[config.mk]
export PLATFORM = sky130hd
export DESIGN_NAME = receive_slot_ring_manager
export DESIGN_NICKNAME = d
export VERILOG_FILES = /design/src/rtl/rsrm_pkg.sv /design/src/rtl/rsrm_cfg_regs.sv /design/src/rtl/rsrm_ctrl.sv /design/src/rtl/rsrm_dpath.sv /design/src/rtl/receive_slot_ring_manager.sv
export SDC_FILE = /design/constraint.sdc
export NUM_CORES = 1
export LEC_CHECK = 0
export ABC_AREA = 1
export BUFFER_PORTS_ARGS = -buffer_cell sky130_fd_sc_hd__buf_2
export CAP_MARGIN = 10
export CORE_MARGIN = 10
export CORE_UTILIZATION = 59
export CTS_CLUSTER_SIZE = 14
export DETAILED_ROUTE_END_ITERATION = 7
export GPL_TIMING_DRIVEN = 0
export PLACE_DENSITY = 0.87
export SLEW_MARGIN = 20
export SYNTH_ARGS = -nofsm -noshare
export SYNTH_HDL_FRONTEND = slang
export SYNTH_SLANG_ARGS = --single-unit
[constraint.sdc]
create_clock -name clk -period 6.35 [get_ports clk]
set_input_delay 0.9525 -clock clk [delete_from_list [all_inputs] [get_ports clk]]
set_output_delay 0.9525 -clock clk [all_outputs]
set_load 0.05 [all_outputs]
[src/rtl/rsrm_pkg.sv]
// Receive slot ring manager: shared types, codes and field widths.
// Used by every module of the block; depends on nothing.
`timescale 1ns / 1ps
`default_nettype none
package rsrm_pkg;

  localparam int ADDR_W    = 48;
  localparam int OFF_W     = 20;
  localparam int IDX_OUT_W = 5;
  localparam int POS_W     = 6;
  localparam int N_W       = 8;
  localparam int CNT_W     = 3;
  localparam int SIZE_W    = 4;
  localparam int PDATA_W   = 64;
  localparam int PADDR_W   = 5;

  typedef enum logic [1:0] {
    OP_ALLOC    = 2'd0,
    OP_COMPLETE = 2'd1,
    OP_FETCH    = 2'd2,
    OP_ACK      = 2'd3
  } op_t;

  typedef enum logic [1:0] {
    ST_OK       = 2'd0,
    ST_NO_SPACE = 2'd1,
    ST_EMPTY    = 2'd2,
    ST_BAD_OFF  = 2'd3
  } status_t;

  localparam logic [1:0] REG_SLOT_COUNT  = 2'd0;
  localparam logic [1:0] REG_SLOT_SIZE   = 2'd1;
  localparam logic [1:0] REG_BUFFER_BASE = 2'd2;

  typedef struct packed {
    logic [CNT_W-1:0]  slot_count_log2;
    logic [SIZE_W-1:0] slot_size_log2;
    logic [ADDR_W-1:0] buffer_base;
  } cfg_t;

  typedef struct packed {
    logic load;
    logic commit;
  } cmd_t;

  typedef struct packed {
    logic out_free;
  } stat_t;

endpackage
`default_nettype wire

[src/rtl/rsrm_cfg_regs.sv]
// Receive slot ring manager: APB-style configuration registers.
// Depends on rsrm_pkg for register indexes and the cfg_t bundle.
`timescale 1ns / 1ps
`default_nettype none
module rsrm_cfg_regs
  import rsrm_pkg::*;
(
  input  wire logic               clk,
  input  wire logic               rst_n,
  input  wire logic               psel,
  input  wire logic               penable,
  input  wire logic               pwrite,
  input  wire logic [PADDR_W-1:0] paddr,
  input  wire logic [PDATA_W-1:0] pwdata,
  output logic      [PDATA_W-1:0] prdata,
  output logic                    pready,
  output cfg_t                    cfg
);

  cfg_t       cfg_r;
  cfg_t       cfg_nxt;
  logic [1:0] reg_sel;
  logic       wr_en;

  assign reg_sel = paddr[PADDR_W-1:3];
  assign wr_en   = psel & penable & pwrite;
  assign pready  = 1'b1;
  assign cfg     = cfg_r;

  always_comb begin
    cfg_nxt = cfg_r;
    if (wr_en) begin
      unique case (reg_sel)
        REG_SLOT_COUNT:  cfg_nxt.slot_count_log2 = pwdata[CNT_W-1:0];
        REG_SLOT_SIZE:   cfg_nxt.slot_size_log2  = pwdata[SIZE_W-1:0];
        REG_BUFFER_BASE: cfg_nxt.buffer_base     = pwdata[ADDR_W-1:0];
        default:         cfg_nxt = cfg_r;
      endcase
    end
  end

  always_comb begin
    unique case (reg_sel)
      REG_SLOT_COUNT:  prdata = PDATA_W'(cfg_r.slot_count_log2);
      REG_SLOT_SIZE:   prdata = PDATA_W'(cfg_r.slot_size_log2);
      REG_BUFFER_BASE: prdata = PDATA_W'(cfg_r.buffer_base);
      default:         prdata = '0;
    endcase
  end

  always_ff @(posedge clk) begin
    if (!rst_n) begin
      cfg_r <= '0;
    end else begin
      cfg_r <= cfg_nxt;
    end
  end

endmodule
`default_nettype wire

[src/rtl/rsrm_ctrl.sv]
// Receive slot ring manager: two-state controller sequencing load and commit.
// Depends on rsrm_pkg for the command and status bundles.
`timescale 1ns / 1ps
`default_nettype none
module rsrm_ctrl
  import rsrm_pkg::*;
(
  input  wire logic  clk,
  input  wire logic  rst_n,
  input  wire logic  in_valid,
  output logic       in_ready,
  input  wire stat_t stat,
  output cmd_t       cmd
);

  typedef enum logic [1:0] {
    S_IDLE = 2'b01,
    S_EXEC = 2'b10
  } state_t;

  state_t state_r;
  state_t state_nxt;

  assign in_ready   = (state_r == S_IDLE);
  assign cmd.load   = in_valid & in_ready;
  assign cmd.commit = (state_r == S_EXEC) & stat.out_free;

  always_comb begin
    state_nxt = state_r;
    unique case (state_r)
      S_IDLE: begin
        if (cmd.load) state_nxt = S_EXEC;
      end
      S_EXEC: begin
        if (cmd.commit) state_nxt = S_IDLE;
      end
      default: state_nxt = S_IDLE;
    endcase
  end

  always_ff @(posedge clk) begin
    if (!rst_n) begin
      state_r <= S_IDLE;
    end else begin
      state_r <= state_nxt;
    end
  end

endmodule
`default_nettype wire

[src/rtl/rsrm_dpath.sv]
// Receive slot ring manager: masks, positions, round-robin search and result word.
// Depends on rsrm_pkg; driven by rsrm_ctrl commands and rsrm_cfg_regs settings.
`timescale 1ns / 1ps
`default_nettype none
module rsrm_dpath
  import rsrm_pkg::*;
#(
  parameter int MAX_SLOTS = 32
) (
  input  wire logic              clk,
  input  wire logic              rst_n,
  input  wire cfg_t              cfg,
  input  wire cmd_t              cmd,
  output stat_t                  stat,
  input  wire logic [1:0]        in_opcode,
  input  wire logic [ADDR_W-1:0] in_location,
  input  wire logic              in_success,
  output logic                   out_valid,
  input  wire logic              out_ready,
  output logic [1:0]             out_status,
  output logic [IDX_OUT_W-1:0]   out_slot_index,
  output logic [OFF_W-1:0]       out_message_offset,
  output logic                   out_was_unread
);

  localparam int IDXW = (MAX_SLOTS > 1) ? $clog2(MAX_SLOTS) : 1;

  // held item
  op_t               op_r;
  logic              succ_r;
  logic [ADDR_W-1:0] diff_r;

  // ring state
  logic [MAX_SLOTS-1:0] occ_r, occ_nxt;
  logic [MAX_SLOTS-1:0] unr_r, unr_nxt;
  logic [POS_W-1:0]     wpos_r, wpos_nxt;
  logic [POS_W-1:0]     rpos_r, rpos_nxt;

  // result word
  logic                 out_valid_r;
  status_t              status_r, status_nxt;
  logic [IDX_OUT_W-1:0] idx_r, idx_nxt;
  logic [OFF_W-1:0]     moff_r, moff_nxt;
  logic                 was_r, was_nxt;

  logic [N_W-1:0]       pow_n;
  logic [N_W-1:0]       n_slots;
  logic [MAX_SLOTS-1:0] vmask;
  logic [MAX_SLOTS-1:0] cand;
  logic [MAX_SLOTS-1:0] ge_start;
  logic [MAX_SLOTS-1:0] cand_hi;
  logic [POS_W-1:0]     pos_sel;
  logic [IDXW-1:0]      start;
  logic [IDXW-1:0]      hi_idx, lo_idx, hit_idx;
  logic                 found;
  logic [ADDR_W-1:0]    shifted;
  logic                 in_range;
  logic [IDXW-1:0]      raw_idx;
  logic [POS_W-1:0]     hit_pos, raw_pos;

  assign stat.out_free = ~out_valid_r | out_ready;

  // slots in use, capped at the ring size
  always_comb begin
    pow_n   = N_W'(1) << cfg.slot_count_log2;
    n_slots = (pow_n > N_W'(MAX_SLOTS)) ? N_W'(MAX_SLOTS) : pow_n;
    for (int j = 0; j < MAX_SLOTS; j++) begin
      vmask[j] = N_W'(j) < n_slots;
    end
  end

  // round-robin search, shared by alloc and fetch
  always_comb begin
    if (op_r == OP_ALLOC) begin
      cand    = ~occ_r & vmask;
      pos_sel = wpos_r;
    end else begin
      cand    = unr_r & vmask;
      pos_sel = rpos_r;
    end
    start = ({2'b00, pos_sel} < n_slots) ? pos_sel[IDXW-1:0] : '0;
    for (int j = 0; j < MAX_SLOTS; j++) begin
      ge_start[j] = (IDXW + 1)'(j) >= {1'b0, start};
    end
    cand_hi = cand & ge_start;
    hi_idx  = '0;
    lo_idx  = '0;
    for (int j = MAX_SLOTS - 1; j >= 0; j--) begin
      if (cand_hi[j]) hi_idx = IDXW'(j);
      if (cand[j])    lo_idx = IDXW'(j);
    end
    found   = |cand;
    hit_idx = (|cand_hi) ? hi_idx : lo_idx;
    hit_pos = POS_W'(hit_idx);
  end

  // address to slot mapping with bounds check
  always_comb begin
    shifted  = diff_r >> cfg.slot_size_log2;
    in_range = (shifted[ADDR_W-1:N_W] == '0) && (shifted[N_W-1:0] < n_slots);
    raw_idx  = shifted[IDXW-1:0];
    raw_pos  = POS_W'(raw_idx);
  end

  always_comb begin
    occ_nxt    = occ_r;
    unr_nxt    = unr_r;
    wpos_nxt   = wpos_r;
    rpos_nxt   = rpos_r;
    status_nxt = ST_OK;
    idx_nxt    = '0;
    moff_nxt   = '0;
    was_nxt    = 1'b0;
    unique case (op_r)
      OP_ALLOC: begin
        if (found) begin
          occ_nxt[hit_idx] = 1'b1;
          wpos_nxt         = hit_pos + POS_W'(1);
          idx_nxt          = hit_pos[IDX_OUT_W-1:0];
        end else begin
          status_nxt = ST_NO_SPACE;
        end
      end
      OP_COMPLETE: begin
        if (in_range) begin
          if (succ_r) unr_nxt[raw_idx] = 1'b1;
          else        occ_nxt[raw_idx] = 1'b0;
          idx_nxt = raw_pos[IDX_OUT_W-1:0];
        end else begin
          status_nxt = ST_BAD_OFF;
        end
      end
      OP_FETCH: begin
        if (found) begin
          unr_nxt[hit_idx] = 1'b0;
          rpos_nxt         = hit_pos + POS_W'(1);
          idx_nxt          = hit_pos[IDX_OUT_W-1:0];
          moff_nxt         = OFF_W'(hit_pos) << cfg.slot_size_log2;
        end else begin
          status_nxt = ST_EMPTY;
          moff_nxt   = '1;
        end
      end
      OP_ACK: begin
        if (in_range) begin
          occ_nxt[raw_idx] = 1'b0;
          unr_nxt[raw_idx] = 1'b0;
          was_nxt          = unr_r[raw_idx];
          idx_nxt          = raw_pos[IDX_OUT_W-1:0];
        end else begin
          status_nxt = ST_BAD_OFF;
        end
      end
      default: status_nxt = ST_OK;
    endcase
  end

  always_ff @(posedge clk) begin
    if (cmd.load) begin
      op_r   <= op_t'(in_opcode);
      succ_r <= in_success;
      diff_r <= (op_t'(in_opcode) == OP_COMPLETE) ? (in_location - cfg.buffer_base)
                                                  : in_location;
    end
    if (cmd.commit) begin
      status_r <= status_nxt;
      idx_r    <= idx_nxt;
      moff_r   <= moff_nxt;
      was_r    <= was_nxt;
    end
  end

  always_ff @(posedge clk) begin
    if (!rst_n) begin
      occ_r       <= '0;
      unr_r       <= '0;
      wpos_r      <= '0;
      rpos_r      <= '0;
      out_valid_r <= 1'b0;
    end else begin
      if (cmd.commit) begin
        occ_r       <= occ_nxt;
        unr_r       <= unr_nxt;
        wpos_r      <= wpos_nxt;
        rpos_r      <= rpos_nxt;
        out_valid_r <= 1'b1;
      end else if (out_ready) begin
        out_valid_r <= 1'b0;
      end
    end
  end

  assign out_valid          = out_valid_r;
  assign out_status         = status_r;
  assign out_slot_index     = idx_r;
  assign out_message_offset = moff_r;
  assign out_was_unread     = was_r;

endmodule
`default_nettype wire

[src/rtl/receive_slot_ring_manager.sv]
// Receive slot ring manager top level: config registers, controller, datapath.
// Depends on rsrm_pkg, rsrm_cfg_regs, rsrm_ctrl and rsrm_dpath.
//
//   channel  handshake          payload
//   in       in_valid/in_ready  in_opcode, in_location, in_success
//   out      out_valid/out_ready out_status, out_slot_index, out_message_offset,
//                                out_was_unread
//   cfg      psel/penable/pwrite paddr, pwdata, prdata, pready (always high)
//
// Each word is taken in (address offset subtract for completions), then the
// round-robin search or slot mapping and the mask update are committed.
// The result register frees the input side; a stalled result holds the
// commit step until out_ready. Reset clears masks, positions, config, out_valid.
`timescale 1ns / 1ps
`default_nettype none
module receive_slot_ring_manager
  import rsrm_pkg::*;
#(
  parameter int MAX_SLOTS = 32
) (
  input  wire logic               clk,
  input  wire logic               rst_n,
  input  wire logic               in_valid,
  output logic                    in_ready,
  input  wire logic [1:0]         in_opcode,
  input  wire logic [ADDR_W-1:0]  in_location,
  input  wire logic               in_success,
  output logic                    out_valid,
  input  wire logic               out_ready,
  output logic [1:0]              out_status,
  output logic [IDX_OUT_W-1:0]    out_slot_index,
  output logic [OFF_W-1:0]        out_message_offset,
  output logic                    out_was_unread,
  input  wire logic               psel,
  input  wire logic               penable,
  input  wire logic               pwrite,
  input  wire logic [PADDR_W-1:0] paddr,
  input  wire logic [PDATA_W-1:0] pwdata,
  output logic      [PDATA_W-1:0] prdata,
  output logic                    pready
);

  cfg_t  cfg;
  cmd_t  cmd;
  stat_t stat;

  rsrm_cfg_regs u_cfg (
    .clk     (clk),
    .rst_n   (rst_n),
    .psel    (psel),
    .penable (penable),
    .pwrite  (pwrite),
    .paddr   (paddr),
    .pwdata  (pwdata),
    .prdata  (prdata),
    .pready  (pready),
    .cfg     (cfg)
  );

  rsrm_ctrl u_ctrl (
    .clk      (clk),
    .rst_n    (rst_n),
    .in_valid (in_valid),
    .in_ready (in_ready),
    .stat     (stat),
    .cmd      (cmd)
  );

  rsrm_dpath #(
    .MAX_SLOTS (MAX_SLOTS)
  ) u_dpath (
    .clk                (clk),
    .rst_n              (rst_n),
    .cfg                (cfg),
    .cmd                (cmd),
    .stat               (stat),
    .in_opcode          (in_opcode),
    .in_location        (in_location),
    .in_success         (in_success),
    .out_valid          (out_valid),
    .out_ready          (out_ready),
    .out_status         (out_status),
    .out_slot_index     (out_slot_index),
    .out_message_offset (out_message_offset),
    .out_was_unread     (out_was_unread)
  );

endmodule
`default_nettype wire
Word-level counts from Yosys, hierarchy flattened
Index checks and enable logic that the tools add are counted.
{"block": "word_totals", "inputBits": 127, "mem_bits_rw": 0, "n_memories": 0, "mem_bits_ro": 0, "register_bits": 213, "latch_bits": 0, "out_inout_bits": 95, "wordCells": 246}
{"block": "op_classes", "n_lt_le_gt_ge": 70, "n_mul": 0, "eq_ne": 16, "n_bitwise": 17, "div": 0, "mux": 100, "n_reduce_logical": 22, "shift": 3, "addsub": 2}
{"cell": "two-way mux 5 bit", "n": 68}
{"cell": "two-way mux 32 bit", "n": 9}
{"cell": "AND 32 bit", "n": 6}
{"cell": "case mux 32 bit (3 select lines)", "n": 2}
{"cell": "case mux 48 bit (3 select lines)", "n": 1}
{"cell": "< comparator 5 x 8 -> 1 bit, first input constant", "n": 16}
{"cell": "inverter 32 bit", "n": 3}
{"cell": "greater-or-equal comparator 5 bit, first input constant", "n": 15}
{"cell": "< comparator 4 x 8 -> 1 bit, first input constant", "n": 8}
{"cell": "bitwise OR 32 bit", "n": 2}
{"cell": "OR reduction 32 bit", "n": 2}
{"cell": "two-way mux 48 bit", "n": 1}
{"cell": ">> shifter 48 x 4 -> 48 bit", "n": 1}
{"cell": "subtractor 48 bit", "n": 1}
{"cell": "greater-or-equal comparator 4 x 5 -> 1 bit, first input constant", "n": 8}
{"cell": "zero test 40 bit", "n": 1}
{"cell": "< comparator 3 x 8 -> 1 bit, first input constant", "n": 4}
{"cell": "greater-or-equal comparator 3 x 5 -> 1 bit, first input constant", "n": 4}
{"cell": "two-way mux 20 bit", "n": 1}
{"cell": "left shift 5 x 4 -> 20 bit", "n": 1}
{"cell": "< comparator 1 x 8 -> 1 bit, first input constant", "n": 2}
{"cell": "< comparator 2 x 8 -> 1 bit, first input constant", "n": 2}
{"cell": "< comparator 5 x 6 -> 1 bit, second input constant", "n": 2}
{"cell": "AND reduction 6 bit", "n": 2}
{"cell": "31 further kinds", "n": 68}

Depth between registers and ports, before layout
{"block": "depth", "word_depth": 48, "depth_mapped": 55, "mapped_depth_nobuf": 54}

Hierarchy
Synthesis repeated with hierarchy kept, for this count alone.
{"block": "unflattened", "cells_unflattened": 2579, "area_unflattened_um2": 16637.2}
{"module": "rsrm_dpath", "instances": 1, "area_each_um2": 13618.1, "cells_each": 2079}
{"module": "rsrm_cfg_regs", "instances": 1, "area_each_um2": 2916.5, "cells_each": 485}
{"module": "rsrm_ctrl", "instances": 1, "area_each_um2": 102.6, "cells_each": 15}

Least setup slack after synthesis
No wires, ideal clock.
{"block": "synth_path", "path_type": "reg2reg", "start": "register u_dpath.op_r[1]", "end": "register u_dpath.unr_r[15]", "setup_time_ns": 0.128, "path_slack_ns": 1.550, "path_buffers": 3, "path_stages_with_launch": 54, "arrival_ns": 4.671, "synth_period_minus_slack_ns": 4.800, "t_required_ns": 6.222, "path_cell_list": "edfxtp_1 > inv_4 > nand2_2 > buf_6 > clkbuf_1 > clkbuf_1 > nand2_1 > nand2_1 > ha_1 > a21oi_1 > nand4_1 > nor2_1 > nand2_1 > nand2_1 > nand2_1 > nand2_1 > nand2_1 > nand2_1 > (+18 left out) > nand2_1 > nand2_1 > nand2_1 > nand2_1 > nand2_1 > nand2_1 > nand2_1 > nand2_1 > nand2_2 > nand2_4 > ha_1 > inv_1 > nor2_1 > inv_2 > nor2_1 > nand2_1 > o221ai_1 > a21oi_1"}
{"block": "synth_between", "elab_chain_cells": 46, "word_cells_on_any_way": 122}
{"item": "start, declared", "line_no": "rsrm_dpath.sv:29", "rtl": "op_t op_r;"}
{"item": "start signal, assigned", "line_no": "rsrm_dpath.sv:160", "rtl": "op_r <= op_t'(in_opcode);"}
{"item": "zero test 2 bit", "line_no": "rsrm_dpath.sv:74", "rtl": "if (op_r == OP_ALLOC) begin"}
{"item": "two-way mux 6 bit", "line_no": "rsrm_dpath.sv:74"}
{"item": "< comparator 6 x 8 -> 1 bit", "line_no": "rsrm_dpath.sv:81", "rtl": "start = ({2'b00, pos_sel} < n_slots) ? pos_sel[IDXW-1:0] : '0;"}
{"item": "two-way mux 5 bit", "line_no": "rsrm_dpath.sv:81"}
{"item": "greater-or-equal comparator 5 bit", "line_no": "rsrm_dpath.sv:83", "rtl": "ge_start[j] = (IDXW + 1)'(j) >= {1'b0, start};"}
{"item": "AND 32 bit", "line_no": "rsrm_dpath.sv:85", "rtl": "cand_hi = cand & ge_start;"}
{"item": "two-way mux 5 bit (31 in a row)", "line_no": "rsrm_dpath.sv:89", "rtl": "if (cand_hi[j]) hi_idx = IDXW'(j);"}
{"item": "two-way mux 5 bit", "line_no": "rsrm_dpath.sv:93", "rtl": "hit_idx = (|cand_hi) ? hi_idx : lo_idx;"}
{"item": "< comparator 5 x 6 -> 1 bit (not written as such) or greater-or-equal comparator 5 x 1 -> 1 bit (tied branches)", "line_no": "rsrm_dpath.sv:135", "rtl": "unr_nxt[hit_idx] = 1'b0;"}
{"item": "logical AND 1 bit (not written as such)", "line_no": "rsrm_dpath.sv:135"}
{"item": "two-way mux 1 bit (not written as such)", "line_no": "rsrm_dpath.sv:135"}
{"item": "demux 1 bit (select 5 bit)"}
{"item": "inverter 32 bit (no line)"}
{"item": "AND 32 bit (no line)"}
{"item": "two-way mux 32 bit", "line_no": "rsrm_dpath.sv:134", "rtl": "if (found) begin"}
{"item": "case mux 32 bit (3 select lines)", "line_no": "rsrm_dpath.sv:114", "rtl": "unique case (op_r)"}
{"item": "end signal, assigned", "line_no": "rsrm_dpath.sv:183", "rtl": "unr_r <= unr_nxt;"}
{"item": "end, declared", "line_no": "rsrm_dpath.sv:35", "rtl": "logic [MAX_SLOTS-1:0] unr_r, unr_nxt;"}
Several ways; a longest one is shown, not always the timed one. The select of a mux whose other input is x is not followed.
A chain may end at the register's enable or synchronous reset.

Worst setup path after layout
{"block": "layout_path", "start": "register u_cfg.cfg_r, in the netlist u_cfg.cfg[48]", "end": "register u_dpath.unr_r[23]"}
{"block": "layout_between", "elab_chain_cells": 9, "word_cells_on_any_way": 19}
{"item": "start, declared", "line_no": "rsrm_cfg_regs.sv:20", "rtl": "cfg_t cfg_r;"}
{"item": "start signal, assigned", "line_no": "rsrm_cfg_regs.sv:55", "rtl": "cfg_r <= cfg_nxt;"}
{"item": ">> shifter 48 x 4 -> 48 bit (*)", "line_no": "rsrm_dpath.sv:99", "rtl": "shifted = diff_r >> cfg.slot_size_log2;"}
{"item": "< comparator 5 x 6 -> 1 bit (not written as such) or greater-or-equal comparator 5 x 1 -> 1 bit (tied branches)", "line_no": "rsrm_dpath.sv:126, rsrm_dpath.sv:147"}
{"item": "logical AND 1 bit (not written as such)", "line_no": "rsrm_dpath.sv:126, rsrm_dpath.sv:147"}
{"item": "two-way mux 1 bit (not written as such)", "line_no": "rsrm_dpath.sv:126, rsrm_dpath.sv:147"}
{"item": "demux 1 bit (select 5 bit)"}
{"item": "bitwise OR 32 bit (no line) or inverter 32 bit (tied branches)"}
{"item": "two-way mux 32 bit or AND 32 bit (tied branches)"}
{"item": "two-way mux 32 bit (on tied branches)", "line_no": "rsrm_dpath.sv:125, rsrm_dpath.sv:145"}
{"item": "case mux 32 bit (3 select lines)", "line_no": "rsrm_dpath.sv:114"}
Every way passes the cells marked *; elsewhere a longest branch is shown, timed or not. The select of a mux whose other input is x is not followed.

==> results.yml <==
sta:
  post-route-min-period_ns: 5.91
  grt_setup_unrepaired: "true"
  hold_ws_ns: 0.483
  slew_viol_final: 0
  fin_worst_skew_ns: 0.0225
  period_share_pct: 93.1
  hold_viol: 0
  slew_headroom_pct: 31.6
  fmax_ghz: 0.169
  setup_viol: 0
  tightest_slew_ns: 1.02
floorplanning:
  dieArea_sq_um: 32600
  die_w_microns: 181
  io_pins: 222
  rows: 58
  die_h_microns: 181
  core_area_sq_um: 25300
  initial_core_util_pct: 60.2
synth:
  synthTopCellsByArea: "dfxtp_1, edfxtp_1, nand2_1"
  yosysTopAreaCell: "dfxtp_1"
  postSynthAreaPerCell_sq_um: 6.71
  synth_seq_cells: 213
  synth_common_cells: "nand2_1, inv_1, nor2_1"
  synthesis.area_sq_um: 15200
  synth_ff_type: "dfxtp_1"
  ys_seq_area_share_pct: 33.2
  yosys_warnings: 0
  yosys.area.top_type_share_pct: 17.6
  synth_edf_count: 79
  ys_types: 69
  synthArstFlopShare_pct: 0
  syn_inst: 2266
  synth.most_common_cell: "nand2_1"
final_layout:
  diodes: 0
  nets: 2690
  instances_no_fill: 2850
  layout.filler_cells: 2164
  layout-drive-gt1-share_pct: 13.7
  regArea_sq_um: 5050
  final_cell_area_sq_um: 17500
  final_core_util_pct: 69.4
  multi_input_area_sq_um: 8530
  area.growth.synth_to_final_pct: 15.3
grt:
  overflow: 0
  grt_pass1_wl_microns: 88500
  grt_pass1_vias: 16700
  grt_max_degree: 31
  grt_usage_pct: 33.3
  antenna_found_initial: 1
worst_setup_path:
  path_max_fanout: 10
  path_common_cell: "nand2_1"
  path_buf_inv: 9
  endpoint_kind: "flop"
  slowest_delay_ns: 0.46
  slowest_stage: "clkbuf_1"
  cp-start-kind: "flop"
  cp_top_family: "buffers and inverters"
  crit_type: "flop to flop"
  cp.arrival_ns: 6.28
  required_ns: 6.72
power:
  cellPowerDensity_nw_per_um2: 208
  p_int_uw: 2500
  combPwrFrac_pct: 19.9
  power.switching_uw: 1140
  leakage_uw: 0.00757
  p_clk_share_pct: 39.3
  ir_drop_v: 0.000222
  sw_frac_of_total_pct: 31.3
  seq_power_share_pct: 40.9
detailed_routing:
  first_pass_iters: 8
  via_per_inst: 6.00
  wl_per_cell_microns: 20.4
  postRouteAntennaNets: 0
  drt_iter0_markers: 1940
  vias: 17100
  drc: 0
  wirelength_microns: 58000
cts:
  cts-hold-fix-buffers: 0
  cts_root_buf: "clkbuf_16"
  clock_path_buffers: 3
  htree_levels: 1
  cts_buffers: 25
  worstSkewPairLatency_ns: 0.54
  path_clk_slew_ns: 0.06
  cts_sinks: 213
  cts_tree: "done"
place:
  gp_congestion: 1.01
  io_buffers: 185
  dp_hpwl_microns: 44700
  dp.cells: 2799
  dpl_cell_area_sq_um: 16700
outcome:
  status: "completed"
flow_run:
  drv_cap: 0
worst_hold_path:
  hold_path.class: "flop to flop"
==> path summary, 6_finish.rpt <==
path	startpoint	endpoint	slack, ns	cells past startpoint
worst min-delay path	u_cfg.cfg[34]	u_cfg.cfg[34]	0.48	2
worst max register to register	u_cfg.cfg[48]	u_dpath.unr_r[23]	0.44	29
worst min register to register	u_cfg.cfg[34]	u_cfg.cfg[34]	0.48	2
worst max-delay path	u_cfg.cfg[48]	u_dpath.unr_r[23]	0.44	29
==> routing by layer <==
layer / part of all wire [%] / track usage, % / routed length [microns]
met3: 11 / 7.23 / 6430
met4: 5.2 / 17.9 / 3020
met1: 38 / 39.1 / 21900
met2: 46 / 55.7 / 26700
met5: 0.026 / 0 / 15
==> cells by family (layout without fill, tap and decap cells) <==
group                      Yosys count  in the layout  share of synthesized area, %
AOI/OAI and AO/OA                  629            629                          23.8
xor gates and xnor gates            38             38                          2.19
adders and majority gates           62             62                          5.15
buffers and inverters              436            673                          11.4
DFF                                213            213                          33.2
muxes                                7              7                         0.461
other                                2             19                        0.0494
and+or+nand+nor                    879            879                          23.7
==> cell type report <==
cell class	count	area share (%)
sequential	213	28.8
clock buffer	35	4.07
inverter	322	6.93
clock inverter	11	0.442
timing repair buffer	193	5.74
multi-input combinational	1634	48.7
buffer	112	2.98
tap	330	2.35
==> tightest hold or removal path, cell delays in order (launching register included) <==
cell and delay [ns]:
dfxtp_1 0.30, inv_1 0.08, a21oi_1 0.06
==> cell usage in the layout (no fill, tap or decap), types with 8 or more instances in the layout <==
master     instances
o221ai_1          17
dfxtp_1          134
a21oi_1          217
o22ai_1            9
xnor2_1           20
conb_1            19
clkbuf_1          77
o211ai_1          21
clkbuf_16         26
nand2_2           11
a211oi_1          21
nor2_1           281
o21ai_1           22
buf_2            193
buf_4             26
inv_2             22
nand3_1           70
a31oi_1           18
buf_1              9
nand4_1            9
o21bai_1           8
nand2_1          420
or2_2             10
xor2_1            18
o21ai_0          235
ha_1              60
inv_1            296
edfxtp_1          79
nor3_1            46
==> power groups by stage <==
| stage | sequential, uW | clock, uW | combinational, uW |
|---|---|---|---|
| 6_report | 1490 | 1430 | 722 |
| 5_1_grt | 1490 | 1470 | 782 |
| 4_1_cts | 1490 | 1420 | 695 |
| 3_5_place_dp | 1520 | 0 | 688 |
| 3_3_place_gp | 1520 | 0 | 667 |
| 2_1_floorplan | 1520 | 0 | 458 |
==> timing repair <==
| action | 4_1_cts | 5_1_grt |
|---|---|---|
| pin swaps | 0 | 2 |
| buffers inserted | 0 | 7 |
| gates resized for setup | 4 | 11 |
| endpoints found under the setup margin | 10 | 64 |
==> state kept, by name, indices dropped and copies added (netlist names), 2 cells and up <==
name and flops:
u_dpath.rpos_r 6, u_dpath.wpos_r 6, u_ctrl.state_r 2, u_dpath.op_r 2, u_dpath.occ_r 32, u_dpath.unr_r 32
u_dpath.diff_r 48, u_cfg.cfg 55, u_dpath.out_status 2, u_dpath.out_slot_index 5, u_dpath.out_message_offset 20
==> metrics by stage <==
step	TNS [ns]	setup slack, ns	power (uW)
2_1_floorplan	0	1.55	1980
3_3_place_gp	-1.96	-0.324	2180
3_5_place_dp	-1.37	-0.265	2200
4_1_cts	0	0.0277	3600
5_1_grt	-0.0663	-0.0342	3750
6_report	0	0.437	3640
Power figures use the tool's default switching activity.
